`src/hw/rtl/lzss_pkg.sv`:
```
// Shared types and constants for the LZSS stream decoder.
package lzss_pkg;

    localparam int WIN_DEPTH = 4096;
    localparam int WIN_AW    = $clog2(WIN_DEPTH);
    localparam int MATCH_MAX = 18;
    localparam int MATCH_MIN = 3;
    localparam int LEN_W     = 4;
    localparam int FLAG_BITS = 8;

    // copy count holds length - 1, up to MATCH_MAX - 1
    localparam int CNT_W     = $clog2(MATCH_MAX);

    // source index = position - (WIN_DEPTH - MATCH_MAX) mod WIN_DEPTH
    localparam logic [WIN_AW-1:0] SRC_BIAS  = WIN_AW'(MATCH_MAX);
    localparam logic [LEN_W-1:0]  FLAG_LOAD = LEN_W'(FLAG_BITS);
    localparam logic [CNT_W-1:0]  CNT_BIAS  = CNT_W'(MATCH_MIN - 1);

    localparam int CQ_DEPTH = 2;
    localparam int CQ_AW    = $clog2(CQ_DEPTH);

    typedef enum logic [1:0] {
        PH_FLAG,
        PH_DATA,
        PH_HIGH
    } phase_t;

    typedef enum logic [1:0] {
        CMD_LIT,
        CMD_CPY,
        CMD_CLR
    } cmd_kind_t;

    typedef struct packed {
        cmd_kind_t         kind;
        logic [7:0]        data;
        logic [WIN_AW-1:0] src;
        logic [CNT_W-1:0]  cnt;
        logic              last;
    } cmd_t;

endpackage

```
`src/hw/rtl/lzss_cmd_fifo.sv`:
```
// Short command queue between the parser and the copy engine.
module lzss_cmd_fifo (
    input  logic           clk,
    input  logic           rst_n,
    input  logic           push,
    input  lzss_pkg::cmd_t push_cmd,
    output logic           full,
    output logic           head_valid,
    output lzss_pkg::cmd_t head_cmd,
    input  logic           pop
);

    lzss_pkg::cmd_t                slot_reg [lzss_pkg::CQ_DEPTH];
    logic [lzss_pkg::CQ_AW-1:0]    wr_ptr_reg, rd_ptr_reg;
    logic [lzss_pkg::CQ_AW:0]      count_reg;
    logic                          do_push, do_pop;

    assign full       = (count_reg == (lzss_pkg::CQ_AW+1)'(lzss_pkg::CQ_DEPTH));
    assign head_valid = (count_reg != '0);
    assign head_cmd   = slot_reg[rd_ptr_reg];
    assign do_push    = push && !full;
    assign do_pop     = pop && head_valid;

    always_ff @(posedge clk or negedge rst_n)
    begin
        if (!rst_n)
        begin
            wr_ptr_reg <= '0;
            rd_ptr_reg <= '0;
            count_reg  <= '0;
        end
        else
        begin
            if (do_push)
            begin
                wr_ptr_reg <= wr_ptr_reg + 1'b1;
            end
            if (do_pop)
            begin
                rd_ptr_reg <= rd_ptr_reg + 1'b1;
            end
            if (do_push && !do_pop)
            begin
                count_reg <= count_reg + 1'b1;
            end
            else if (do_pop && !do_push)
            begin
                count_reg <= count_reg - 1'b1;
            end
        end
    end

    always_ff @(posedge clk)
    begin
        if (do_push)
        begin
            slot_reg[wr_ptr_reg] <= push_cmd;
        end
    end

endmodule

```
`config.mk`:
```
export PLATFORM = sky130hd
export DESIGN_NAME = lzss_cmd_fifo
export DESIGN_NICKNAME = d
export VERILOG_FILES = /design/src/hw/rtl/lzss_pkg.sv /design/src/hw/rtl/lzss_cmd_fifo.sv
export SDC_FILE = /design/constraint.sdc
export NUM_CORES = 1
export LEC_CHECK = 0
export BUFFER_PORTS_ARGS = -buffer_cell sky130_fd_sc_hd__buf_4
export CORE_UTILIZATION = 40
export CTS_BUF_LIST = sky130_fd_sc_hd__clkbuf_8
export DETAILED_ROUTE_END_ITERATION = 10
export HOLD_SLACK_MARGIN = 0.08
export SYNTH_ARGS = -nofsm -noshare
export SYNTH_HDL_FRONTEND = slang
export SYNTH_SLANG_ARGS = --single-unit
```
`constraint.sdc`:
```
create_clock -name clk -period 5.4 [get_ports clk]
set_input_delay 0 -clock clk [delete_from_list [all_inputs] [get_ports clk]]
set_output_delay 0 -clock clk [all_outputs]
set_load 0.005 [all_outputs]
```
==> results.json, run 1 <==
{
  "status": "finished, final reports clean",
  "start_util": 0.4140,
  "synth.distinct_cells": 16,
  "io_pins": 62,
  "end_kind": "output pin",
  "critPathBufInv": 2,
  "critPathMaxStageDelay_ns": 0.77,
  "clock_sinks": 60,
  "grt_max_degree": 29,
  "drt-pass1-iter-count": 4,
  "worstSetupPathType": "reg2out",
  "clock_skew_ns": 0.006250,
  "clk_path_buf_depth": 2,
  "worstHoldPathType": "in2reg",
  "synthCells": 106,
  "reg2regPathDepth": 4,
  "cts_tree": "built",
  "hold_viol": 0,
  "cp_data_required_time_ns": 5.40,
  "yosysWarnings": 0,
  "grt_antenna_before_repair": 0,
  "syn_area_um2": 2266,
  "worst-path-stages": 3,
  "busiest_layer": "met2",
  "met1_usage": 0.1681,
  "max_freq_mhz": 499.3,
  "post-route-min-period_ns": 2.003,
  "dpl.hpwl_um": 2530,
  "synth_nets": 139,
  "start_kind": "flop",
  "seq_area_um2": 1782,
  "wire_per_inst_um": 13.72,
  "p_per_area_nw_per_um2": 467.0,
  "r2r_setup_slack_ns": 3.63,
  "grtUsageMet2": 0.2186,
  "gp_congestion": 0.6564,
  "largest_reg_flops": 56,
  "nFillCells": 434,
  "area_growth_pct": 45.94,
  "drive_above_1_share": 0.4930,
  "routed_wl_um": 3938,
  "critPathSlowestCell": "dfrtp_1",
  "gr-total-overflow": 0,
  "max-vdd-ir-drop_uv": 271.7,
  "drt-vias-per-instance": 4.470,
  "rows": 27,
  "dieArea_um2": 5970,
  "endpoint": "head_cmd[4]",
  "crit_top_cell": "buf_4",
  "worstMarginPinSlew_ns": 0.6794,
  "hold_start": "push_cmd[9]",
  "cap_violations": 0,
  "numPortBuffers": 61,
  "gr-usage-met3": 0.04405,
  "track_usage": 0.1408,
  "setup-violations-final": 0,
  "fin_setup_tns_ns": 0,
  "numCtsBuffers": 9,
  "multiInputGateArea_um2": 445.4,
  "synth_seq_cells": 60,
  "startpoint": "rd_ptr_reg",
  "syn-mean-instance-area_um2": 21.38,
  "rsz0062_at_grt": "false",
  "cts_root_buf": "clkbuf_8",
  "core_um2": 5473,
  "crit_chain": "buf_4 -> mux2_2 -> buf_4",
  "arrival_ns": 2.00,
  "cp_max_fo": 15,
  "ant_nets": 0,
  "relSlewSlack": 0.5471,
  "drc": 0,
  "insertion_delay_ns": 0.32,
  "cts.htree.levels": 3,
  "clk_pin_slew_worst_paths_ns": 0.06,
  "seq_area_frac_synth": 0.7863,
  "final_nets": 243,
  "crit_family": "flip-flops",
  "die_y_um": 77.27,
  "num_vias": 1283,
  "fp.dieW_um": 77.27,
  "drv_slew": 0,
  "drt_iter0_markers": 40,
  "n_antenna_cell": 0,
  "hold_slack_ns": 0.3997,
  "finalCritPeriodShare": 0.3709,
  "rr_endpoint": "slot_reg[0][27]",
  "grt_pass1_wl_um": 6106,
  "grt_pass1_vias": 1324,
  "r2r_start": "count_reg[0]",
  "leakage_nw": 1.326
}
[layout by cell type (no fill, tap or decap), drive strengths merged, types with 3 or more instances in the layout]
cell type and n:
buf 64, edfxtp 56, dlygate4sd3 32, mux2 28
clkbuf 12, inv 5, dfrtp 4, xnor2 3
[synthesized netlist by cell type, drive strengths merged]
master	n	share of area
edfxtp	56	0.74
mux2	28	0.16
dfrtp	4	0.044
buf	3	0.015
xnor2	3	0.012
inv	2	0.0033
nand2	2	0.0033
nor2	2	0.0033
xor2	2	0.0077
and3	1	0.0028
ha	1	0.0055
nand2b	1	0.0028
or2	1	0.0028
[report_power, final]
group | internal (mW) | switching, mW
Clock | 0.198 | 0.154
Combinational | 0.303 | 0.196
Sequential | 0.639 | 0.0539
[logic make-up (layout without fill, tap and decap cells)]
| logic type | Yosys count | count (layout) | synth area share |
|---|---|---|---|
| DFF | 60 | 60 | 0.7863 |
| muxes | 28 | 28 | 0.1557 |
| and+or+nand+nor | 7 | 7 | 0.01492 |
| xor gates and xnor gates | 5 | 5 | 0.01933 |
| buffers and inverters | 5 | 114 | 0.01822 |
| adders and majority gates | 1 | 1 | 0.005521 |
[per-layer routing]
| metal | wire (µm) | up-vias |
|---|---|---|
| met5 | 0 | - |
| met1 | 1823 | 609 |
| met4 | 84 | 0 |
| met2 | 1819 | 53 |
| li1 | - | 614 |
| met3 | 210 | 7 |
[layout make-up]
cell class                      instances  area share
Clock buffer                           12     0.04994
Sequential cell                        60      0.5388
Clock inverter                          4    0.004919
Multi-Input combinational cell         41      0.1347
Timing Repair Buffer                   96      0.2421
Inverter                                2    0.002270
Tap cell                               72     0.02724
[metrics by stage]
step / power [mW] / util / cells / cell area, µm² / setup slack [ns]
floorplan: 0.9757 / - / 106 / 2266 / 3.175
global placement: 1.181 / 0.5126 / 239 / 2805 / 3.697
detailed placement: 1.193 / 0.5126 / 239 / 2805 / 3.632
CTS: 1.564 / 0.6043 / 287 / 3307 / 3.347
global route: 1.626 / 0.6043 / 287 / 3307 / 3.307
finish: 1.544 / 0.6043 / 287 / 3307 / 3.397
[worst register-to-register path, stage by stage, from the launching register on]
cell and delay (ns):
dfrtp_1 0.40, nand2b_1 0.17, nand2_1 0.12, nor2_2 0.38, buf_4 0.37
[how the worst min path moves through the flow]
stage / endpoint / depth (start not counted) / slack [ns]
after floorplan: count_reg[0] / 0 / -0.30
after global placement: count_reg[0] / 1 / -0.20
after detailed placement: count_reg[0] / 1 / -0.20
after CTS: slot_reg[0][9] / 2 / 0.39
after global routing: slot_reg[1][3] / 2 / 0.39
final: slot_reg[0][9] / 2 / 0.40
[repair_timing]
action / CTS / global route
endpoints found under the hold margin: 62 / 0
setup buffers: 0 / 0
endpoints found under the setup margin: 0 / 0
gates resized for setup: 0 / 0
hold buffers: 32 / 0
Power figures use the tool's default switching activity.
==> run 2: changes to the inputs <==
--- a/config.mk
+++ b/config.mk
@@ -10,6 +10,7 @@
 export CTS_BUF_LIST = sky130_fd_sc_hd__clkbuf_8
 export DETAILED_ROUTE_END_ITERATION = 10
 export HOLD_SLACK_MARGIN = 0.08
+export PLACE_DENSITY = 0.66
 export SYNTH_ARGS = -nofsm -noshare
 export SYNTH_HDL_FRONTEND = slang
 export SYNTH_SLANG_ARGS = --single-unit
==> constraint.sdc (replaced) <==
create_clock -name clk -period 1.76 [get_ports clk]
set_input_delay 0 -clock clk [delete_from_list [all_inputs] [get_ports clk]]
set_output_delay 0 -clock clk [all_outputs]
set_load 0.005 [all_outputs]
==> run 2 against run 1 <==
Net effect: worst hold slack worse by 0.0077 ns; routed wire length is 7.8% higher; non-clock buffer count is 3 higher; largest cell class unchanged; register-to-register slack worse by 3.4 ns; largest power group unchanged; sequential power grew to 3.0 times the previous value; flip-flop and latch count stayed put; clock power grew to 3.1 times the previous value; via count is 2.1% higher.
==> results.json, run 2 (synthesized netlist as in run 1, its figures left out) <==
{
  "nFillCells": 431,
  "place_ws_ns": 0.2416,
  "core_um2": 5473,
  "routed_wl_um": 4247,
  "die_y_um": 77.27,
  "p_per_area_nw_per_um2": 1446,
  "critPathBufInv": 1,
  "start_util": 0.4140,
  "critPathSlowestCell": "dfrtp_1",
  "grt_max_degree": 20,
  "dieArea_um2": 5970,
  "area_growth_pct": 47.21,
  "critPathMaxStageDelay_ns": 0.42,
  "relSlewSlack": 0.8158,
  "clock_skew_ns": 0.007849,
  "track_usage": 0.1539,
  "leakage_nw": 1.340,
  "insertion_delay_ns": 0.33,
  "gr-total-overflow": 0,
  "cts.htree.levels": 3,
  "dpl.cell_count": 242,
  "final_cell_mix": "67 x buf_4, 56 x edfxtp_1, 32 x dlygate4sd3_1",
  "rsz0062_at_grt": "false",
  "grt_pass1_wl_um": 6651,
  "grt_pass1_vias": 1421,
  "cts_root_buf": "clkbuf_8",
  "worstSetupPathType": "reg2reg",
  "crit_family": "simple AND/OR/NAND/NOR gates",
  "crit_chain": "nand2b_1 -> nand2_1 -> inv_1 -> ha_1 -> nor2_1 -> xor2_1",
  "n_antenna_cell": 0,
  "status": "finished, final reports clean",
  "fp.dieW_um": 77.27,
  "final_common_cell": "buf_4",
  "worstMarginPinSlew_ns": 0.2763,
  "max-vdd-ir-drop_uv": 1039,
  "utilization": 0.6095,
  "cap_violations": 0,
  "wire_per_inst_um": 14.64,
  "postCtsSetupRepairBufs": 0,
  "final_nets": 246,
  "cp_max_fo": 4,
  "drt-pass1-iter-count": 3,
  "ant_nets": 0,
  "rows": 27,
  "io_pins": 62,
  "max_freq_mhz": 652.6,
  "gp_congestion": 0.6892,
  "cts_resized": 0,
  "clock_sinks": 60,
  "largest_reg_flops": 56,
  "fin_setup_tns_ns": 0,
  "cp_data_required_time_ns": 2.01,
  "drt-vias-per-instance": 4.517,
  "start_kind": "flop",
  "cts_tree": "built",
  "clk_path_buf_depth": 2,
  "arrival_ns": 1.78,
  "post-route-min-period_ns": 1.532,
  "instances_no_fill": 290,
  "setup_ws_ns": 0.2276,
  "setup-violations-final": 0,
  "worstHoldPathType": "in2reg",
  "hold_slack_ns": 0.3920,
  "hold_viol": 0,
  "drive_above_1_share": 0.5046,
  "drt_iter0_markers": 46,
  "finalCritPeriodShare": 0.8707,
  "numPortBuffers": 61,
  "drc": 0,
  "grt_antenna_before_repair": 0,
  "dpl.hpwl_um": 2637,
  "cts_hold_buf": 32,
  "end_kind": "flop",
  "num_vias": 1310,
  "drv_slew": 0,
  "numCtsBuffers": 9,
  "clk_pin_slew_worst_paths_ns": 0.06
}
==> run 2: changes by cell type in the layout (fill, tap and decap cells not counted) <==
cell      before  now
buf_4         64   67
clkinv_2       1    2
inv_1          5    4
nor2_2         1    0
nor2_4         0    1
==> run 2: layer usage <==
metal | vias to the layer above | GRT usage | routed length, µm
li1 | 618 | - | -
met1 | 639 | 0.1672 | 1754
met2 | 47 | 0.2628 | 2208
met3 | 6 | 0.05476 | 235
met4 | 0 | 0.07925 | 48
met5 | - | 0 | 0
==> run 2: final timing paths <==
path                                    from        endpoint  slack (ns)  depth (start not counted)
worst max-delay path            count_reg[0]    count_reg[1]        0.23                          6
worst min-delay path             push_cmd[4]  slot_reg[0][4]        0.39                          2
worst max register to register  count_reg[0]    count_reg[1]        0.23                          6
worst min register to register  count_reg[1]    count_reg[1]        0.50                          1
max in group asynchronous              rst_n      rd_ptr_reg        1.00                          3
min in group asynchronous              rst_n    count_reg[0]        0.57                          3
==> run 2: through the flow <==
step	area, µm²	power, mW
global route	3336	5.062
CTS	3336	4.881
detailed placement	2833	3.717
finish	3336	4.825
floorplan	2273	3.003
global placement	2833	3.654
==> run 2: final cells by class <==
class,instances,area [µm²],share of cell area
Multi-Input combinational cell,41,450.4,0.1350
Clock buffer,12,165.2,0.04951
Clock inverter,4,17.52,0.005251
Tap cell,72,90.09,0.02701
Timing Repair Buffer,99,823.3,0.2468
Sequential cell,60,1782,0.5341
Inverter,2,7.507,0.002251
==> run 2: worst register-to-register path, stage by stage (launching register included) <==
cell and delay (ns):
dfrtp_1 0.42, nand2b_1 0.19, nand2_1 0.17, inv_1 0.06, ha_1 0.32, nor2_1 0.14, xor2_1 0.15
==> run 2: report_power, final <==
group          switching (mW)  internal, mW  total (mW)  leakage [nW]
Combinational           0.694         0.967        1.66         0.669
Sequential              0.106          1.96        2.07         0.567
Clock                   0.486         0.611        1.10         0.105
Total                    1.29          3.54        4.82          1.34
==> run 3: changes to the inputs <==
--- a/config.mk
+++ b/config.mk
@@ -5,7 +5,7 @@
 export SDC_FILE = /design/constraint.sdc
 export NUM_CORES = 1
 export LEC_CHECK = 0
-export BUFFER_PORTS_ARGS = -buffer_cell sky130_fd_sc_hd__buf_4
+export BUFFER_PORTS_ARGS = -buffer_cell sky130_fd_sc_hd__buf_2
 export CORE_UTILIZATION = 40
 export CTS_BUF_LIST = sky130_fd_sc_hd__clkbuf_8
 export DETAILED_ROUTE_END_ITERATION = 10
==> run 3 against run 2 <==
Net effect: largest power group unchanged; worst setup slack worse by 0.022 ns; global-route usage down 0.71 points; cell area down 4.5%; clock skew down 0.0030 ns; core utilization down 2.8 points; critical path type unchanged; flip-flop and latch count unchanged.
==> results.json, run 3 (synthesized netlist as in run 1, its figures left out) <==
{
  "worstSetupPathType": "reg2reg",
  "r2r_start": "count_reg[0]",
  "cp_max_fo": 4,
  "start_kind": "flop",
  "cts_resized": 0,
  "drc": 0,
  "dieArea_um2": 5970,
  "grt_max_degree": 20,
  "max_freq_mhz": 643.2,
  "core_um2": 5473,
  "insertion_delay_ns": 0.32,
  "relSlewSlack": 0.8244,
  "reg2regPathDepth": 7,
  "fp.dieW_um": 77.27,
  "grt_pass1_wl_um": 6403,
  "clk_path_buf_depth": 2,
  "final_nets": 246,
  "drt-vias-per-instance": 4.510,
  "fin_setup_tns_ns": 0,
  "status": "finished, final reports clean",
  "gr-total-overflow": 0,
  "clock_sinks": 60,
  "dpl.cell_count": 242,
  "area_growth_pct": 40.53,
  "final_common_cell": "buf_2",
  "cp_data_required_time_ns": 2.00,
  "ant_nets": 0,
  "die_y_um": 77.27,
  "fin_total_pwr_mw": 4.649,
  "clk_pin_slew_worst_paths_ns": 0.07,
  "leakage_nw": 1.275,
  "drv_slew": 0,
  "rr_endpoint": "count_reg[1]",
  "n_antenna_cell": 0,
  "finalCritPeriodShare": 0.8834,
  "clock_skew_ns": 0.004823,
  "rows": 27,
  "worstHoldPathType": "in2reg",
  "numPortBuffers": 61,
  "startpoint": "count_reg[0]",
  "final_cell_mix": "61 x buf_2, 56 x edfxtp_1, 32 x dlygate4sd3_1",
  "p_per_area_nw_per_um2": 1460,
  "cts_hold_buf": 32,
  "track_usage": 0.1468,
  "max-vdd-ir-drop_uv": 865.9,
  "hold_viol": 0,
  "arrival_ns": 1.80,
  "worstMarginPinSlew_ns": 0.2634,
  "instances_no_fill": 290,
  "io_pins": 62,
  "cap_violations": 0,
  "routed_wl_um": 4048,
  "cts_root_buf": "clkbuf_8",
  "end_kind": "flop",
  "dpl.hpwl_um": 2589,
  "rsz0062_at_grt": "false",
  "num_vias": 1308,
  "postCtsSetupRepairBufs": 0,
  "largest_reg_flops": 56,
  "wire_per_inst_um": 13.96,
  "endpoint": "count_reg[1]",
  "drive_above_1_share": 0.4954,
  "cts_tree": "built",
  "setup-violations-final": 0,
  "post-route-min-period_ns": 1.555,
  "drt_iter0_markers": 51,
  "r2r_setup_slack_ns": 0.21,
  "grt_antenna_before_repair": 0,
  "grt_pass1_vias": 1351,
  "gp_congestion": 0.6498,
  "drt-pass1-iter-count": 4,
  "numCtsBuffers": 9,
  "cts.htree.levels": 3,
  "start_util": 0.4140
}
run 3: changes by cell type in the layout (fill, tap and decap cells not counted), sizes merged:
cell	delta
clkbuf	-3
clkinvlp	+2
bufinv	+1
run 3: routing by layer:
metal  GRT usage  wire length, µm  vias to the layer above
li1            -                -                      620
met1      0.1732             1694                      637
met2      0.2496             2105                       47
met3     0.05595              223                        4
met4     0.03962               24                        0
met5           0                0                        -
run 3: worst min-delay path by stage:
| stage | start | endpoint | slack (ns) | cells past startpoint |
|---|---|---|---|---|
| 2_1_floorplan | rst_n | count_reg[0] | -0.30 | 0 |
| 4_1_cts | push_cmd[4] | slot_reg[0][4] | 0.39 | 2 |
| 6_report | push_cmd[11] | slot_reg[0][11] | 0.40 | 2 |
| 5_1_grt | push_cmd[0] | slot_reg[1][0] | 0.39 | 2 |
| 3_3_place_gp | rst_n | count_reg[0] | -0.19 | 1 |
| 3_5_place_dp | rst_n | count_reg[0] | -0.19 | 1 |
run 3: area by class of cell:
| type | instances | area, µm² |
|---|---|---|
| clock buffer | 9 | 123.9 |
| clock inverter | 7 | 60.06 |
| fill | 439 | 2288 |
| inverter | 2 | 7.507 |
| multi-input combinational | 41 | 450.4 |
| sequential | 60 | 1782 |
| tap | 72 | 90.09 |
| timing repair buffer | 99 | 670.6 |
run 3: worst max-delay path, cell delays in order (launching register included):
cell,delay (ns)
dfrtp_1,0.42
nand2b_1,0.19
nand2_1,0.17
inv_1,0.07
ha_1,0.22
xor2_1,0.15
nor2_1,0.11
xor2_1,0.15
run 3: metrics by stage:
stage / worst slack, ns / hold slack (ns) / area [µm²] / util
final: 0.2052 / 0.3968 / 3184 / 0.5818
after global routing: 0.1017 / 0.3913 / 3184 / 0.5818
after CTS: 0.1966 / 0.3858 / 3184 / 0.5818
after detailed placement: 0.2217 / -0.1869 / 2680 / 0.4897
after global placement: 0.2903 / -0.1936 / 2680 / 0.4897
after floorplan: 0.09665 / -0.2956 / 2273 / -
run 3: where the power goes:
group,leakage [nW],switching (mW),total [mW],internal (mW)
clock network,0.0929,0.489,1.12,0.633
registers,0.567,0.109,2.07,1.96
logic,0.616,0.667,1.46,0.791
total,1.28,1.26,4.65,3.38
