[src/hw/rtl/lzss_pkg.sv]
// Shared types and constants for the LZSS stream decoder.
package lzss_pkg;

    localparam int WIN_DEPTH = 4096;
    localparam int WIN_AW    = $clog2(WIN_DEPTH);
    localparam int MATCH_MAX = 18;
    localparam int MATCH_MIN = 3;
    localparam int LEN_W     = 4;
    localparam int FLAG_BITS = 8;

    // copy count holds length - 1, up to MATCH_MAX - 1
    localparam int CNT_W     = $clog2(MATCH_MAX);

    // source index = position - (WIN_DEPTH - MATCH_MAX) mod WIN_DEPTH
    localparam logic [WIN_AW-1:0] SRC_BIAS  = WIN_AW'(MATCH_MAX);
    localparam logic [LEN_W-1:0]  FLAG_LOAD = LEN_W'(FLAG_BITS);
    localparam logic [CNT_W-1:0]  CNT_BIAS  = CNT_W'(MATCH_MIN - 1);

    localparam int CQ_DEPTH = 2;
    localparam int CQ_AW    = $clog2(CQ_DEPTH);

    typedef enum logic [1:0] {
        PH_FLAG,
        PH_DATA,
        PH_HIGH
    } phase_t;

    typedef enum logic [1:0] {
        CMD_LIT,
        CMD_CPY,
        CMD_CLR
    } cmd_kind_t;

    typedef struct packed {
        cmd_kind_t         kind;
        logic [7:0]        data;
        logic [WIN_AW-1:0] src;
        logic [CNT_W-1:0]  cnt;
        logic              last;
    } cmd_t;

endpackage

[src/hw/rtl/lzss_if.sv]
// Valid/ready stream interfaces for compressed input and decoded output.
interface lzss_in_if;
    logic       valid;
    logic       ready;
    logic [7:0] in_byte;
    logic       in_last;

    modport source (output valid, output in_byte, output in_last, input ready);
    modport sink   (input valid, input in_byte, input in_last, output ready);
endinterface


[src/hw/rtl/lzss_front.sv]
// Token parser: tracks flags and phase, turns input bytes into commands.
module lzss_front (
    input  logic           clk,
    input  logic           rst_n,
    lzss_in_if.sink        comp,
    output logic           cmd_valid,
    output lzss_pkg::cmd_t cmd,
    input  logic           cmd_full
);

    lzss_pkg::phase_t                    phase_reg, phase_next;
    logic [lzss_pkg::FLAG_BITS-1:0]      shift_reg, shift_next;
    logic [lzss_pkg::LEN_W-1:0]          left_reg, left_next;
    logic [7:0]                          held_reg, held_next;
    logic                                acc;

    assign comp.ready = !cmd_full;
    assign acc        = comp.valid && comp.ready;

    always_comb
    begin
        phase_next = phase_reg;
        shift_next = shift_reg;
        left_next  = left_reg;
        held_next  = held_reg;
        if (acc)
        begin
            unique case (phase_reg)
                lzss_pkg::PH_DATA:
                begin
                    if (shift_reg[0])
                    begin
                        shift_next = shift_reg >> 1;
                        left_next  = left_reg - 1'b1;
                        phase_next = (left_reg == 4'd1) ? lzss_pkg::PH_FLAG
                                                         : lzss_pkg::PH_DATA;
                    end
                    else
                    begin
                        held_next  = comp.in_byte;
                        phase_next = lzss_pkg::PH_HIGH;
                    end
                end
                lzss_pkg::PH_HIGH:
                begin
                    shift_next = shift_reg >> 1;
                    left_next  = left_reg - 1'b1;
                    phase_next = (left_reg == 4'd1) ? lzss_pkg::PH_FLAG
                                                     : lzss_pkg::PH_DATA;
                end
                default:
                begin
                    shift_next = comp.in_byte;
                    left_next  = lzss_pkg::FLAG_LOAD;
                    phase_next = lzss_pkg::PH_DATA;
                end
            endcase
            if (comp.in_last)
            begin
                phase_next = lzss_pkg::PH_FLAG;
                shift_next = '0;
                left_next  = '0;
                held_next  = '0;
            end
        end
    end

    always_comb
    begin
        cmd_valid = 1'b0;
        cmd.kind  = lzss_pkg::CMD_CLR;
        cmd.data  = comp.in_byte;
        cmd.src   = {comp.in_byte[7:4], held_reg} + lzss_pkg::SRC_BIAS;
        cmd.cnt   = {1'b0, comp.in_byte[3:0]} + lzss_pkg::CNT_BIAS;
        cmd.last  = comp.in_last;
        if (acc)
        begin
            unique case (phase_reg)
                lzss_pkg::PH_DATA:
                begin
                    if (shift_reg[0])
                    begin
                        cmd_valid = 1'b1;
                        cmd.kind  = lzss_pkg::CMD_LIT;
                    end
                    else
                    begin
                        cmd_valid = comp.in_last;
                    end
                end
                lzss_pkg::PH_HIGH:
                begin
                    cmd_valid = 1'b1;
                    cmd.kind  = lzss_pkg::CMD_CPY;
                end
                default:
                begin
                    cmd_valid = comp.in_last;
                end
            endcase
        end
    end

    always_ff @(posedge clk or negedge rst_n)
    begin
        if (!rst_n)
        begin
            phase_reg <= lzss_pkg::PH_FLAG;
            shift_reg <= '0;
            left_reg  <= '0;
            held_reg  <= '0;
        end
        else
        begin
            phase_reg <= phase_next;
            shift_reg <= shift_next;
            left_reg  <= left_next;
            held_reg  <= held_next;
        end
    end

endmodule

[src/flat_wrapper.sv]
// flat-port wrapper written by rule: the top's interface ports become plain ports
module lzss_front_flat 
  (clk, rst_n, cmd_valid, cmd, cmd_full, comp_valid, comp_in_byte, comp_in_last, comp_ready);
  lzss_in_if comp_i ();
  input  logic clk;
  input  logic rst_n;
  output logic cmd_valid;
  output lzss_pkg::cmd_t cmd;
  input  logic cmd_full;
  input wire logic [$bits(comp_i.valid)-1:0] comp_valid;
  input wire logic [$bits(comp_i.in_byte)-1:0] comp_in_byte;
  input wire logic [$bits(comp_i.in_last)-1:0] comp_in_last;
  output wire logic [$bits(comp_i.ready)-1:0] comp_ready;
  assign comp_i.valid = comp_valid;
  assign comp_i.in_byte = comp_in_byte;
  assign comp_i.in_last = comp_in_last;
  assign comp_ready = comp_i.ready;
  lzss_front u_core (.clk(clk), .rst_n(rst_n), .comp(comp_i), .cmd_valid(cmd_valid), .cmd(cmd), .cmd_full(cmd_full));
endmodule
[config.mk]
export PLATFORM = sky130hd
export DESIGN_NAME = lzss_front_flat
export DESIGN_NICKNAME = d
export VERILOG_FILES = /design/src/hw/rtl/lzss_pkg.sv /design/src/hw/rtl/lzss_if.sv /design/src/hw/rtl/lzss_front.sv /design/src/flat_wrapper.sv
export SDC_FILE = /design/constraint.sdc
export NUM_CORES = 1
export LEC_CHECK = 0
export ABC_AREA = 1
export BUFFER_PORTS_ARGS = -buffer_cell sky130_fd_sc_hd__buf_2
export CAP_MARGIN = 0
export CORE_UTILIZATION = 50
export DETAILED_ROUTE_END_ITERATION = 8
export GPL_TIMING_DRIVEN = 0
export MAX_ROUTING_LAYER = met4
export PLACE_DENSITY = 0.84
export SKIP_CTS_REPAIR_TIMING = 1
export SYNTH_ARGS = -nofsm -noshare
export SYNTH_HDL_FRONTEND = slang
export SYNTH_SLANG_ARGS = --single-unit
[constraint.sdc]
create_clock -name clk -period 3.13 [get_ports clk]
set_input_delay 0.313 -clock clk [delete_from_list [all_inputs] [get_ports clk]]
set_output_delay 0.313 -clock clk [all_outputs]
set_load 0.1 [all_outputs]
==> results of run 1 <==
cells by family (layout without fill, tap and decap cells):
group | Yosys count | in the layout
simple gates | 116 | 116
buf+inv | 40 | 87
xor+xnor | 8 | 8
fa+ha+maj | 6 | 6
compound gates | 20 | 20
flops | 22 | 22
synthesized netlist by cell type, types with 3 or more instances:
library cell,n
inv_2,4
buf_4,12
o21ai_1,3
inv_1,19
o21ai_0,7
nor2_1,9
o21ai_2,5
nand3_1,17
nor2_8,3
nand3_2,4
xor2_1,6
ha_1,6
dfrtp_1,22
nand2_1,75
final cells by class:
class / count / area [um^2]
Buffer: 16 / 131.4
Clock buffer: 3 / 22.52
Clock inverter: 1 / 30.03
Fill cell: 287 / 1109
Inverter: 24 / 91.34
Multi-Input combinational cell: 150 / 868.3
Sequential cell: 22 / 550.5
Tap cell: 44 / 55.05
Timing Repair Buffer: 43 / 220.2
power groups by stage:
stage | clock (mW) | sequential, mW | combinational (mW)
CTS | 0.222 | 0.369 | 0.579
detailed placement | 0 | 0.373 | 0.576
global route | 0.238 | 0.377 | 0.625
finish | 0.221 | 0.369 | 0.578
floorplan | 0 | 0.365 | 0.488
global placement | 0 | 0.372 | 0.567
routing by layer:
metal  vias to the layer above  share of wire [%]  global-route usage, %
li1                        748                  -                      -
met3                         8                3.1                  2.620
met1                       683                 44                  27.26
met4                         0                2.1                  8.503
met5                         -                  0                      -
met2                        43                 51                  37.24
how the worst max path moves through the flow:
stage,endpoint,slack (ps),depth (start not counted)
after global placement,cmd_valid,1170,7
final,cmd_valid,730,7
after floorplan,cmd_valid,360,6
after CTS,cmd_valid,730,7
after global routing,cmd_valid,640,7
after detailed placement,cmd_valid,1130,7
metrics by stage:
step / setup slack, ps / hold slack, ps / cell area, um^2 / power (mW) / utilization, %
3_5_place_dp: 1133 / 307.6 / 1907 / 0.9496 / 61.95
2_1_floorplan: 360.4 / 17.41 / 1642 / 0.8532 / -
4_1_cts: 726.7 / -47.67 / 1959 / 1.170 / 63.66
5_1_grt: 636.6 / 274.1 / 1969 / 1.240 / 63.98
3_3_place_gp: 1175 / 307.2 / 1907 / 0.9387 / 61.95
6_report: 726.1 / 270.2 / 1969 / 1.169 / 63.98
worst max-delay path: stages (launching register included):
cell and delay, ps:
dfrtp_1 430, inv_1 80, ha_1 310, nor2_1 110
nor2_1 170, nand2_1 80, a21oi_1 140, buf_2 440
==> metrics.md, run 1 <==
| Metric | Value |
|---|---|
| Outcome | `finished clean` |
| Max-cap violations | `0` |
| Synth warnings | `0` |
| Minimum clock period | `2404 ps` |
| Post-synthesis compound-gate area fraction | `9.098%` |
| Top Ports | `43` |
| Final period util | `76.80%` |
| Sw Share | `approximately half` |
| Cell area after synthesis | `1637 um^2` |
| Most common cell after layout, fill and taps aside | `nand2_1` |
| Largest net degree at the start of global routing | `23` |
| Power Density | `593.5 nW/um^2` |
| Cell taking the most area after synthesis | `dfrtp_1` |
| Synth Area in Adders | `approximately 4.6%` |
| Number of vias per cell | `4.891` |
| Clk sink count | `22` |
| Net count after synthesis | `~230` |
| Max Clock Freq | `between 400 and 500 MHz` |
| FF-to-FF path depth | `8` |
| Setup TNS | `0 ps` |
| RSZ-0062 raised after global routing | `false` |
| Die area | `3506 um^2` |
| Layout cells sized above 1 | `34.36%` |
| Final net count | `279` |
| Final slew viol count | `0` |
| Setup crit end kind | `output pin` |
| Peak VDD IR | `288.5 uV` |
| Crit-path max FO | `7` |
| Clk_skew | `0.7280 ps` |
| Hold path startpoint | `comp_in_byte[0]` |
| Sw Pwr | `around 0.57 mW` |
| Post-synthesis register bit count | `22` |
| Seq/Total Area, Yosys | `33.64%` |
| Sequential power share | `31.6%` |
| Synth Area in Simple Gates | `between 30% and 40%` |
| Total CTS buffers | `3` |
| GRT overflow | `0` |
| Synth top area cells | `dfrtp_1, nand2_1, buf_4, nand3_1, ha_1` |
| Final wirelength | `3.434 mm` |
| CP startpoint kind | `flop` |
| DP HPWL | `roughly 2.6 mm` |
| Relative slew slack | `66.99%` |
| Pre-Repair DR Iteration Count | `4` |
| # port buffers | `42` |
| Core Region | `3078 um^2` |
| Clock root buffer | `clkbuf_4` |
| Syn_area_per_cell | `7.720 um^2` |
| XOR/XNOR Fraction of Synth Area | `4.281%` |
| DR DRC count | `0` |
| WS Path Type | `reg2out` |
| CTS tree | `built` |
| Row count | `20` |
| P_int | `0.5974 mW` |
| P&R area growth vs syn | `20.34%` |
| Mux contribution to synthesized area | `0%` |
| Post-synthesis cell type count | `28` |
| Vias | `1,482` |
| Worst setup path start | `u_core.phase_reg[0]` |
| Arr. time, crit path | `2090 ps` |
| P_leak | `between 1 and 1.5 nW` |
| Post-synth EDFFs | `0` |
| Avg WL per Cell | `about 11 um` |
| Slew @ Worst Pin | `495.1 ps` |
| Bufs on Longest Clock Path | `2` |
| Clock edge transition at the registers on the reported setup and hold paths | `120 ps` |
| Main combinational cell family by area after synthesis | `simple AND/OR/NAND/NOR gates` |
| Setup-failing EPs final | `0` |
| FF-to-FF End | `u_core.shift_reg[5]` |
| Area fraction of the dominant cell type after synthesis | `between 30% and 40%` |
| Non-filler cells, final | `303` |
| Dpl cells | `298` |
| Most used DFF post-synth | `dfrtp_1` |
| Vias in the first global route | `1,379` |
| Reg-to-Reg Start | `u_core.phase_reg[0]` |
| Initial antenna violation count | `0` |
| Hold Path Class | `in2reg` |
| Flop-to-flop setup slack | `1650 ps` |
| Final hold violations | `0` |
| Worst EP required | `2820 ps` |
| Commonest cells after routing, fill and taps aside | `nand2_1, buf_2, dfrtp_1` |
| Hold endpoint | `u_core.held_reg[0]` |
| Die X | `approximately 59 um` |
| CTS H-Tree Depth | `1` |
| Chip height | `59.21 um` |
| Ys async rst share | `between 90% and 100%` |
| Clock Power Share | `between 10% and 20%` |
| Post-DRT Antenna Nets | `0` |
| Initial Util | `53.17%` |
| Combinational Power Share | `a little under 50%` |
| 1st-iter DRT viols | `56` |
| First-pass GRT wire length | `5.768 mm` |
| Worst skew pair latency | `320 ps` |
| Antenna diodes | `0` |
| Mapped Cells | `212` |
| Hold depth | `3` |
| GR Util All Layers | `22.21%` |
| Placer Congestion | `0.8618` |
(Power assumes the default switching activity.)
==> run 2, diff against run 1 <==
--- a/config.mk
+++ b/config.mk
@@ -5,10 +5,10 @@
 export SDC_FILE = /design/constraint.sdc
 export NUM_CORES = 1
 export LEC_CHECK = 0
-export ABC_AREA = 1
+export ABC_AREA = 0
 export BUFFER_PORTS_ARGS = -buffer_cell sky130_fd_sc_hd__buf_2
 export CAP_MARGIN = 0
-export CORE_UTILIZATION = 50
+export CORE_UTILIZATION = 46
 export DETAILED_ROUTE_END_ITERATION = 8
 export GPL_TIMING_DRIVEN = 0
 export MAX_ROUTING_LAYER = met4
==> constraint.sdc (replaced) <==
create_clock -name clk -period 2.12 [get_ports clk]
set_input_delay 0.212 -clock clk [delete_from_list [all_inputs] [get_ports clk]]
set_output_delay 0.212 -clock clk [all_outputs]
set_load 0.1 [all_outputs]
==> run 2 against run 1 <==
Net effect:
- via count shrank 13%
- total power grew 45%
- critical endpoint unchanged
- synthesized area shrank 14%
- largest power group unchanged
- critical path depth shrank 1
- sequential cell count is the same
- critical path type unchanged
- the flow now finishes with violations (DRC)
- clock skew grew 1.1 ps
- non-clock buffer count is the same
==> metrics.md, run 2 <==
| Metric | Value |
|---|---|
| CP startpoint kind | `flop` |
| DP HPWL | `2.387 mm` |
| Post-synthesis cell type count | `39` |
| Vias in the first global route | `1,106` |
| 1st-iter DRT viols | `69` |
| Cell area after synthesis | `~1400 um^2` |
| Vias | `1,295` |
| Post-DRT Antenna Nets | `0` |
| Chip height | `roughly 57 um` |
| Count leader, synth | `dfrtp_1` |
| Layout cells sized above 1 | `47.42%` |
| Core Region | `2829 um^2` |
| Largest net degree at the start of global routing | `23` |
| Clock edge transition at the registers on the reported setup and hold paths | `130 ps` |
| Most used DFF post-synth | `dfrtp_1` |
| Post-synthesis register bit count | `22` |
| Dpl cells | `219` |
| Fill cells | `207` |
| Most common cell after layout, fill and taps aside | `buf_2` |
| Setup TNS | `0 ps` |
| P_int | `0.8518 mW` |
| Final hold violations | `0` |
| Post-synth EDFFs | `0` |
| Mapped Cells | `147` |
| GRT overflow | `0` |
| Dpl ws | `~99 ps` |
| Final wirelength | `3.482 mm` |
| Relative slew slack | `66.65%` |
| Number of vias per cell | `5.756` |
| Minimum clock period | `2062 ps` |
| Combinational Power Share | `52.0%` |
| Post-Route Utilization | `66.52%` |
| Ys async rst share | `100.0%` |
| Sequential power share | `about 34%` |
| Global Route met3 Usage | `2.041%` |
| Gr busiest metal | `met2` |
| CTS tree | `built` |
| Syn_area_per_cell | `9.558 um^2` |
| CTS H-Tree Depth | `1` |
| Final period util | `97.26%` |
| GR Util All Layers | `21.04%` |
| Seq/Total Area, Yosys | `39.18%` |
| Fin area | `about 1900 um^2` |
| Final net count | `roughly 210` |
| Die X | `57.27 um` |
| Crit-path max FO | `10` |
| Peak VDD IR | `393.6 uV` |
| Failing checks | `DRC` |
| Top Ports | `43` |
| Met2 Resource Use GR | `34.96%` |
| Initial Util | `between 40% and 50%` |
| Worst hold margin | `181.0 ps` |
| Sw Share | `49.88%` |
| # port buffers | `just over 40` |
| Post-synth top cells | `dfrtp_1, nand2_1, buf_4, o21ai_1, inv_1` |
| Clock Power Share | `about 14%` |
| Worst skew pair latency | `320 ps` |
| P_leak | `0.9023 nW` |
| DR DRC count | `3` |
| Synth top area cells | `dfrtp_1, buf_4, ha_1, nand2_1, a22o_1` |
| Outcome | `complete, but fails checks` |
| P&R area growth vs syn | `33.93%` |
| Setup-failing EPs final | `0` |
| Non-filler cells, final | `~230` |
| Placer Congestion | `0.8199` |
| Slew @ Worst Pin | `approximately 500 ps` |
| Avg WL per Cell | `roughly 15 um` |
| Hold Path Class | `in2reg` |
| Arr. time, crit path | `about 1900 ps` |
| Commonest cells after routing, fill and taps aside | `buf_2, dfrtp_1, nand2_1` |
| Sw Pwr | `between 0.8 and 0.9 mW` |
| First-pass GRT wire length | `5.188 mm` |
| WS Path Type | `reg2out` |
| Worst EP required | `approximately 1900 ps` |
| Tot Pwr | `1.699 mW` |
| Total CTS buffers | `3` |
| GRT met1 Usage | `27.43%` |
| Synth warnings | `0` |
| Pre-Repair DR Iteration Count | `6` |
| Setup ws final | `57.99 ps` |
| Area fraction of the dominant cell type after synthesis | `39.18%` |
| Max Clock Freq | `485.0 MHz` |
| Cell taking the most area after synthesis | `dfrtp_1` |
| Power Density | `903.1 nW/um^2` |
| Die area | `3280 um^2` |
| Clk sink count | `22` |
| Final slew viol count | `0` |
| Clock root buffer | `clkbuf_4` |
| Clk_skew | `1.847 ps` |
| Initial antenna violation count | `0` |
| Antenna diodes | `0` |
| Net count after synthesis | `between 150 and 200` |
| Max-cap violations | `0` |
| Row count | `19` |
| Setup crit end kind | `output pin` |
| Bufs on Longest Clock Path | `2` |
| Placed Area | `1723 um^2` |
## run 2: cell count changes in the layout (fill, tap and decap cells not counted), sizes merged, moves of 3 or more
cell,before,now
o31ai,0,3
nand2,79,19
a22o,0,7
inv,23,11
nand3,21,1
and3,0,3
nor2,13,6
a22oi,0,7
xnor2,2,6
## run 2: cells by family (layout without fill, tap and decap cells)
logic type | after synthesis | count (layout) | synth area share (%)
buffers and inverters | 27 | 74 | 11.22
AO/OA/AOI/OAI | 43 | 43 | 22.08
XOR/XNOR | 10 | 10 | 6.233
adder cells (fa/ha/maj) | 6 | 6 | 5.343
flip-flops | 22 | 22 | 39.18
AND/OR/NAND/NOR | 39 | 39 | 15.94
## run 2: final timing paths
| kind | from | end | slack [ps] | depth (start not counted) |
|---|---|---|---|---|
| min | comp_in_byte[7] | u_core.held_reg[7] | 180 | 2 |
| max | u_core.phase_reg[0] | cmd_valid | 60 | 6 |
| max in group asynchronous | rst_n | u_core.held_reg[1] | 1380 | 2 |
| max reg2reg | u_core.phase_reg[1] | u_core.shift_reg[0] | 470 | 6 |
| min in group asynchronous | rst_n | u_core.left_reg[3] | 370 | 2 |
| min reg2reg | u_core.shift_reg[7] | u_core.shift_reg[7] | 510 | 2 |
## run 2: critical path, cell delays in order, from the launching register on
cell	delay, ps
dfrtp_1	410
inv_1	110
ha_4	210
buf_6	130
buf_8	140
a221oi_4	310
buf_12	210
## run 2: layout make-up
cell class              instances  area, um^2  area share [%]
plain buffers                  16       132.6           7.048
clock buffers                   4       36.28           1.928
inverters                      11       41.29           2.194
multi-input cells              98       817.0           43.42
flip-flops and latches         22       551.8           29.32
well taps                      31       38.79           2.061
repair buffers                 43       264.0           14.03
## run 2: per-layer routing
layer | part of all wire (%) | vias up
met5 | 0 | -
met4 | 0.98 | 0
met3 | 5.8 | 5
met2 | 52 | 58
met1 | 41 | 642
li1 | - | 590
## run 2: power by group through the flow
stage                     Combinational (mW)  Clock [mW]  Sequential, mW
after floorplan                        0.686           0           0.554
after global placement                 0.792           0           0.565
after detailed placement               0.809           0           0.571
after CTS                              0.810       0.244           0.562
after global routing                   0.927       0.276           0.583
final                                  0.884       0.243           0.573
==> run 3, diff against run 2 <==
--- a/config.mk
+++ b/config.mk
@@ -5,14 +5,14 @@
 export SDC_FILE = /design/constraint.sdc
 export NUM_CORES = 1
 export LEC_CHECK = 0
-export ABC_AREA = 0
+export ABC_AREA = 1
 export BUFFER_PORTS_ARGS = -buffer_cell sky130_fd_sc_hd__buf_2
 export CAP_MARGIN = 0
-export CORE_UTILIZATION = 46
+export CORE_UTILIZATION = 47
 export DETAILED_ROUTE_END_ITERATION = 8
 export GPL_TIMING_DRIVEN = 0
 export MAX_ROUTING_LAYER = met4
-export PLACE_DENSITY = 0.84
+export PLACE_DENSITY = 0.83
 export SKIP_CTS_REPAIR_TIMING = 1
 export SYNTH_ARGS = -nofsm -noshare
 export SYNTH_HDL_FRONTEND = slang
==> run 3 against run 2 <==
Net effect:
- the run now ends clean
- sequential cell count is the same
- highest routed layer unchanged
- critical path type unchanged
- design area grew 9.0%
- non-clock buffer count is the same
- largest power group unchanged
- clock skew grew 6.1 ps
==> metrics.md, run 3 (synthesis results as in run 1) <==
| Metric | Value |
|---|---|
| Layout cells sized above 1 | `~39%` |
| P_int | `0.8192 mW` |
| Combinational Power Share | `52.9%` |
| Final period util | `95.43%` |
| WS Path Type | `reg2out` |
| Critical-path cell list | `inv_1 -> ha_2 -> inv_2 -> clkbuf_8 -> nand2_1 -> a21oi_2 -> buf_12` |
| Row count | `21` |
| Hold Path Class | `in2reg` |
| DR DRC count | `0` |
| GR Util All Layers | `20.17%` |
| Tot Pwr | `roughly 1.7 mW` |
| Avg WL per Cell | `11.22 um` |
| CP top delay family | `buffers and inverters` |
| Total CTS buffers | `3` |
| Top Ports | `43` |
| P_leak | `1.098 nW` |
| Critical-path top delay cell | `dfrtp_1` |
| Setup crit end kind | `output pin` |
| Dpl cells | `300` |
| Die X | `61.01 um` |
| Dpl ws | `276.6 ps` |
| Power Density | `810.7 nW/um^2` |
| CP bufs+invs | `4` |
| Core Region | `3337 um^2` |
| CP peak stage delay | `420 ps` |
| Chip height | `61.01 um` |
| Sw Share | `about 51%` |
| Initial antenna violation count | `0` |
| Sw Pwr | `approximately 0.84 mW` |
| Clk sink count | `22` |
| Most common cell after layout, fill and taps aside | `nand2_1` |
| Arr. time, crit path | `1810 ps` |
| First-pass GRT wire length | `5.347 mm` |
| Non-filler cells, final | `305` |
| Clock root buffer | `clkbuf_4` |
| Die area | `3722 um^2` |
| P&R area growth vs syn | `25.31%` |
| Minimum clock period | `2023 ps` |
| Pre-Repair DR Iteration Count | `5` |
| Clock Power Share | `about 14%` |
| Bufs on Longest Clock Path | `2` |
| Max-cap violations | `0` |
| Setup-failing EPs final | `0` |
| Commonest cells after routing, fill and taps aside | `nand2_1, buf_2, dfrtp_1` |
| Final wirelength | `3.421 mm` |
| Post-DRT Antenna Nets | `0` |
| Worst skew pair latency | `a little over 300 ps` |
| Initial Util | `49.04%` |
| CP startpoint kind | `flop` |
| Vias | `1,482` |
| Final slew viol count | `0` |
| Worst EP required | `1910 ps` |
| 1st-iter DRT viols | `43` |
| Peak VDD IR | `578.6 uV` |
| RSZ-0062 raised after global routing | `true` |
| DP HPWL | `2.580 mm` |
| Crit-path max FO | `10` |
| Antenna diodes | `0` |
| Largest net degree at the start of global routing | `23` |
| Sequential power share | `33.1%` |
| Relative slew slack | `66.94%` |
| Post-Route Utilization | `61.45%` |
| Clk_skew | `7.967 ps` |
| Clock edge transition at the registers on the reported setup and hold paths | `between 100 and 150 ps` |
| Max Clock Freq | `494.3 MHz` |
| # port buffers | `42` |
| Number of vias per cell | `4.859` |
| Final net count | `~280` |
| Vias in the first global route | `1,265` |
| Setup ws final | `~97 ps` |
| CTS H-Tree Depth | `1` |
| Placer Congestion | `0.7836` |
| Slew @ Worst Pin | `between 400 and 500 ps` |
| Outcome | `finished clean` |
| CTS tree | `built` |
| GRT overflow | `0` |
| Final hold violations | `0` |
[run 3: metal layers]
| metal | global-route usage (%) | vias up | wire length (um) |
|---|---|---|---|
| met5 | - | - | 0 |
| met3 | 3.782 | 4 | 124 |
| met2 | 37.21 | 36 | 1744 |
| met1 | 23.04 | 699 | 1514 |
| met4 | 3.247 | 0 | 37 |
| li1 | - | 743 | - |
[run 3: tightest hold or removal path, delay by kind of cell]
| kind | cells | cell delay, ps |
|---|---|---|
| buf+inv | 1 | 120 |
| simple gates | 2 | 110 |
[run 3: final timing paths]
check                                 endpoint  cells past startpoint  slack (ps)                 from
min in group asynchronous   u_core.held_reg[5]                      2         390                rst_n
hold / removal              u_core.held_reg[0]                      3         160      comp_in_byte[0]
max in group asynchronous   u_core.held_reg[6]                      2        1400                rst_n
setup / recovery                     cmd_valid                      7         100  u_core.phase_reg[0]
hold reg to reg             u_core.held_reg[0]                      2         490   u_core.held_reg[0]
setup reg to reg           u_core.shift_reg[4]                      8         700  u_core.phase_reg[1]
[run 3: cell type report]
| class | instances | area [um^2] |
|---|---|---|
| fillers | 310 | 1286 |
| multi-input cells | 150 | 924.6 |
| plain buffers | 16 | 137.6 |
| well taps | 46 | 57.56 |
| flip-flops and latches | 22 | 550.5 |
| repair buffers | 43 | 252.7 |
| inverters | 24 | 91.34 |
| clock buffers | 4 | 36.28 |
[run 3: per-stage QoR]
step	cell area (um^2)	setup TNS (ps)	hold WS [ps]
after global placement	1961	0	207.7
after floorplan	1693	-67.58	-83.59
after CTS	1997	-221.1	-134.8
final	2051	0	164.2
after global routing	2051	-5.585	165.8
after detailed placement	1961	0	208.6
[run 3: power by group through the flow]
| stage | Combinational [mW] | Clock, mW | Sequential [mW] |
|---|---|---|---|
| 6_report | 0.880 | 0.233 | 0.550 |
| 5_1_grt | 0.952 | 0.248 | 0.558 |
| 4_1_cts | 0.864 | 0.238 | 0.549 |
| 3_5_place_dp | 0.858 | 0 | 0.557 |
| 3_3_place_gp | 0.846 | 0 | 0.554 |
| 2_1_floorplan | 0.730 | 0 | 0.544 |
